File: config.mk
export PLATFORM = sky130hd
export DESIGN_NAME = pfe_fifo
export DESIGN_NICKNAME = d
export VERILOG_FILES = /design/src/sv/pfe_pkg.sv /design/src/sv/pfe_fifo.sv
export SDC_FILE = /design/constraint.sdc
export NUM_CORES = 1
export LEC_CHECK = 0
export BUFFER_PORTS_ARGS = -buffer_cell sky130_fd_sc_hd__buf_2
export CORE_ASPECT_RATIO = 0.75
export CORE_MARGIN = 2
export CORE_UTILIZATION = 41
export DETAILED_ROUTE_END_ITERATION = 10
export SETUP_SLACK_MARGIN = 0.05
export SYNTH_ARGS = -nofsm -noshare
export SYNTH_HDL_FRONTEND = slang
export SYNTH_SLANG_ARGS = --single-unit
File: constraint.sdc
create_clock -name clk -period 3.39 [get_ports clk]
set_input_delay 0.339 -clock clk [delete_from_list [all_inputs] [get_ports clk]]
set_output_delay 0.339 -clock clk [all_outputs]
set_load 0.01 [all_outputs]
File: src/sv/pfe_pkg.sv
// Shared constants, codes and types of the postfix expression evaluator.
package pfe_pkg;

	localparam int WORD_W              = 32;
	localparam int SYMBOL_W            = 8;
	localparam int OPERAND_W           = 9;
	localparam int DEFAULT_STACK_DEPTH = 16;
	localparam int QUEUE_DEPTH         = 4;

	localparam logic [SYMBOL_W-1:0] CH_ZERO  = 8'd48;
	localparam logic [SYMBOL_W-1:0] CH_PLUS  = 8'd43;
	localparam logic [SYMBOL_W-1:0] CH_MINUS = 8'd45;
	localparam logic [SYMBOL_W-1:0] CH_STAR  = 8'd42;
	localparam logic [SYMBOL_W-1:0] CH_SLASH = 8'd47;

	localparam logic [WORD_W-1:0] EMPTY_VALUE = 32'hFFFF_FFFF;

	typedef logic [1:0] err_t;
	localparam err_t ERR_NONE      = 2'd0;
	localparam err_t ERR_UNDERFLOW = 2'd1;
	localparam err_t ERR_OVERFLOW  = 2'd2;
	localparam err_t ERR_DIVZERO   = 2'd3;

	typedef logic [2:0] kind_t;
	localparam kind_t KIND_PUSH = 3'd0;
	localparam kind_t KIND_ADD  = 3'd1;
	localparam kind_t KIND_SUB  = 3'd2;
	localparam kind_t KIND_MUL  = 3'd3;
	localparam kind_t KIND_DIV  = 3'd4;

	// One classified character as it travels from the front to the back.
	typedef struct packed {
		kind_t                        kind;
		logic signed [OPERAND_W-1:0]  operand;
		logic                         last;
	} word_t;

endpackage

File: src/sv/pfe_fifo.sv
// Short queue of classified words between the front and the back.
module pfe_fifo import pfe_pkg::*; (
	input  logic  clk,
	input  logic  arst_n,
	input  logic  push_valid,
	input  word_t push_word,
	output logic  push_ready,
	output logic  pop_valid,
	output word_t pop_word,
	input  logic  pop
);

	localparam int PTR_W = $clog2(QUEUE_DEPTH);
	localparam int CNT_W = $clog2(QUEUE_DEPTH + 1);

	word_t            slot_q [QUEUE_DEPTH];
	logic [PTR_W-1:0] wr_ptr_q;
	logic [PTR_W-1:0] rd_ptr_q;
	logic [CNT_W-1:0] fill_q;
	logic             do_push;
	logic             do_pop;

	assign push_ready = (fill_q != CNT_W'(QUEUE_DEPTH));
	assign pop_valid  = (fill_q != '0);
	assign pop_word   = slot_q[rd_ptr_q];
	assign do_push    = push_valid && push_ready;
	assign do_pop     = pop && pop_valid;

	always_ff @(posedge clk or negedge arst_n) begin
		if (!arst_n) begin
			wr_ptr_q <= '0;
			rd_ptr_q <= '0;
			fill_q   <= '0;
		end else begin
			if (do_push) begin
				wr_ptr_q <= (wr_ptr_q == PTR_W'(QUEUE_DEPTH - 1)) ? '0 : wr_ptr_q + PTR_W'(1);
			end
			if (do_pop) begin
				rd_ptr_q <= (rd_ptr_q == PTR_W'(QUEUE_DEPTH - 1)) ? '0 : rd_ptr_q + PTR_W'(1);
			end
			if (do_push && !do_pop) begin
				fill_q <= fill_q + CNT_W'(1);
			end else if (do_pop && !do_push) begin
				fill_q <= fill_q - CNT_W'(1);
			end
		end
	end

	always_ff @(posedge clk) begin
		if (do_push) begin
			slot_q[wr_ptr_q] <= push_word;
		end
	end

endmodule

==> impl_metrics.json <==
{
  "vias_per_cell": 4.76,
  "leakage_nw": 1.02,
  "dieArea_um2": 6350,
  "ys_types": 20,
  "clkLatencyLatePin_ps": 330,
  "die_y_um": 69.5,
  "core_um2": 5440,
  "cts_tree": "done",
  "final-hold-violation-count": 0,
  "p_per_area_nw_per_um2": 875,
  "clock_path_buffers": 2,
  "fin_hold_ws_ps": 221,
  "cp_data_required_time_ps": 3050,
  "num_io_pins": 32,
  "grt_usage_pct": 13.6,
  "grt_pass1_vias": 1168,
  "setup_violations": 0,
  "finalCritPeriodShare_pct": 71.6,
  "post_cts_buffers": 0,
  "cts_buffers": 9,
  "numPortBuffers": 31,
  "start_kind": "register",
  "final_max_slew_viol_count": 0,
  "ys.warnings.count": 0,
  "fillers": 443,
  "crit_arrival_ps": 2090,
  "synthToLayoutAreaGrowth_pct": 18.3,
  "critical_path.cell_chain": "mux4_1 > buf_2",
  "critPathTopFamily": "flip-flops",
  "placementRows": 23,
  "diodes": 0,
  "outcome": "finished, final reports clean",
  "rsz0062_at_grt": "false",
  "slowest_stage": "dfrtp_1",
  "start_util_pct": 43.2,
  "drc": 0,
  "crit_fanout": 16,
  "cp_slowest_stage_delay_ps": 940,
  "total_power_w": 0.00243,
  "hpwl_mm": 2.39,
  "synth_nets": 129,
  "slew_headroom_pct": 38.4,
  "grt_pass1_wl_mm": 5.93,
  "antenna_found_initial": 0,
  "gr-total-overflow": 0,
  "synthesis.area_um2": 2350,
  "drtPass1Iterations": 3,
  "cts.clk_slew.worst_paths_ps": 60,
  "syn_avg_cell_area_um2": 22.4,
  "cts-root-buf": "clkbuf_8",
  "irDropWorstVdd_v": 0.000392,
  "worstMarginPinSlew_ps": 923,
  "final_core_util_pct": 51.0,
  "route.vias.total": 1070,
  "finalCriticalPeriod_ps": 2430,
  "wl_mm": 3.78,
  "routabilityCongestion": 0.727,
  "grt_max_degree": 17,
  "cp-end-kind": "output port",
  "path_class": "register to output port",
  "cts_resized": 0,
  "synthCells": 105,
  "dieWidth_um": 91.4,
  "post-place-ws_ps": 1250,
  "htree_levels": 3,
  "wire_per_inst_um": 16.8,
  "cts_sinks": 59,
  "hold_path.class": "primary input to register",
  "synth_seq_cells": 59,
  "ys_seq_area_share_pct": 74.0,
  "cts_hold_buf": 1,
  "drive_gt1_share_pct": 42.0,
  "drtIter0Drc": 75,
  "timing.final.ws_setup_ps": 964,
  "critPathBufInv": 1,
  "finalClockSkew_ps": 9.18,
  "cap_violations": 0,
  "fin_setup_tns_ps": 0,
  "fmax_mhz": 412,
  "fin_nets": 169,
  "drtAntennaViolNets": 0
}
## through the flow
step | cells | area [um^2]
2_1_floorplan | 105 | 2350
3_3_place_gp | 208 | 2560
3_5_place_dp | 208 | 2560
4_1_cts | 225 | 2780
5_1_grt | 225 | 2780
6_report | 225 | 2780
## cell usage after synthesis, drive strengths merged
master	number	area share (%)
nor2	4	0.64
and2	4	1.1
nand2	2	0.64
dfrtp	7	7.5
fa	1	0.85
edfxtp	52	67
xnor2	1	0.37
mux2	5	2.7
xor2	2	0.75
or3	1	0.48
inv	3	0.48
ha	6	3.2
a21boi	1	0.48
buf	3	1.5
mux4	13	13
## cells by family after synthesis
group	synth area share, %
adder cells (fa/ha/maj)	4.05
flip-flops	74.0
multiplexers	15.5
AND/OR/NAND/NOR	2.82
AO/OA/AOI/OAI	0.480
buffers and inverters	2.03
XOR/XNOR	1.12
## path summary, 6_finish.rpt
| check | startpoint | to | slack, ps | cells after the start |
|---|---|---|---|---|
| max | rd_ptr_q[0] | pop_word[5] | 960 | 2 |
| min | push_word[0] | slot_q[3][0] | 220 | 1 |
| max reg2reg | fill_q[0] | fill_q[2] | 1300 | 8 |
| min reg2reg | fill_q[2] | fill_q[2] | 540 | 1 |
| max in group asynchronous | arst_n | wr_ptr_q[1] | 2860 | 2 |
| min in group asynchronous | arst_n | fill_q[1] | 370 | 2 |
## placed cells by master, fill, tap and decap left out, types with 2 or more instances in the layout
cell	n
edfxtp_1	52
buf_2	31
clkbuf_8	12
mux4_2	11
dfrtp_1	7
ha_1	6
nor2_1	4
and2_1	4
inv_1	3
mux2_2	3
mux4_1	2
mux2_4	2
xor2_1	2
clkbuf_1	2
## worst register-to-register path, stage by stage (launching register included)
cell and delay (ps):
dfrtp_1 430, or3_4 410, nand2_4 100, ha_1 190, inv_1 70, fa_1 370
xor2_1 150, nor2_1 120, xor2_1 170
## per-layer routing
| layer | wire [um] | share of wire, % | track usage [%] | vias to the layer above |
|---|---|---|---|---|
| met5 | 0 | 0 | 0 | - |
| met4 | 55 | 1.5 | 5.05 | 0 |
| met3 | 202 | 5.3 | 7.72 | 7 |
| met2 | 1820 | 48 | 21.4 | 28 |
| met1 | 1700 | 45 | 15.6 | 537 |
| li1 | - | - | - | 498 |
## flip-flops by register name (all words and copies together) (netlist names)
name and flops:
fill_q 3, slot_q 52, wr_ptr_q 2, rd_ptr_q 2
## layout make-up
class                           count  area, um^2  share of cell area (%)
Inverter                            3        11.3                   0.406
Tap cell                           75        93.8                    3.38
Clock buffer                       14         173                    6.22
Timing Repair Buffer               32         165                    5.95
Clock inverter                      2        33.8                    1.22
Sequential cell                    59        1740                    62.6
Multi-Input combinational cell     40         563                    20.3
## report_power, final
group	total, W	switching [W]	internal [W]
Sequential	0.00113	0.000152	0.000976
Combinational	0.000661	0.000301	0.000360
Clock	0.000642	0.000244	0.000398
Total	0.00243	0.000697	0.00173
No activity file was read; power rests on OpenSTA's default activity.
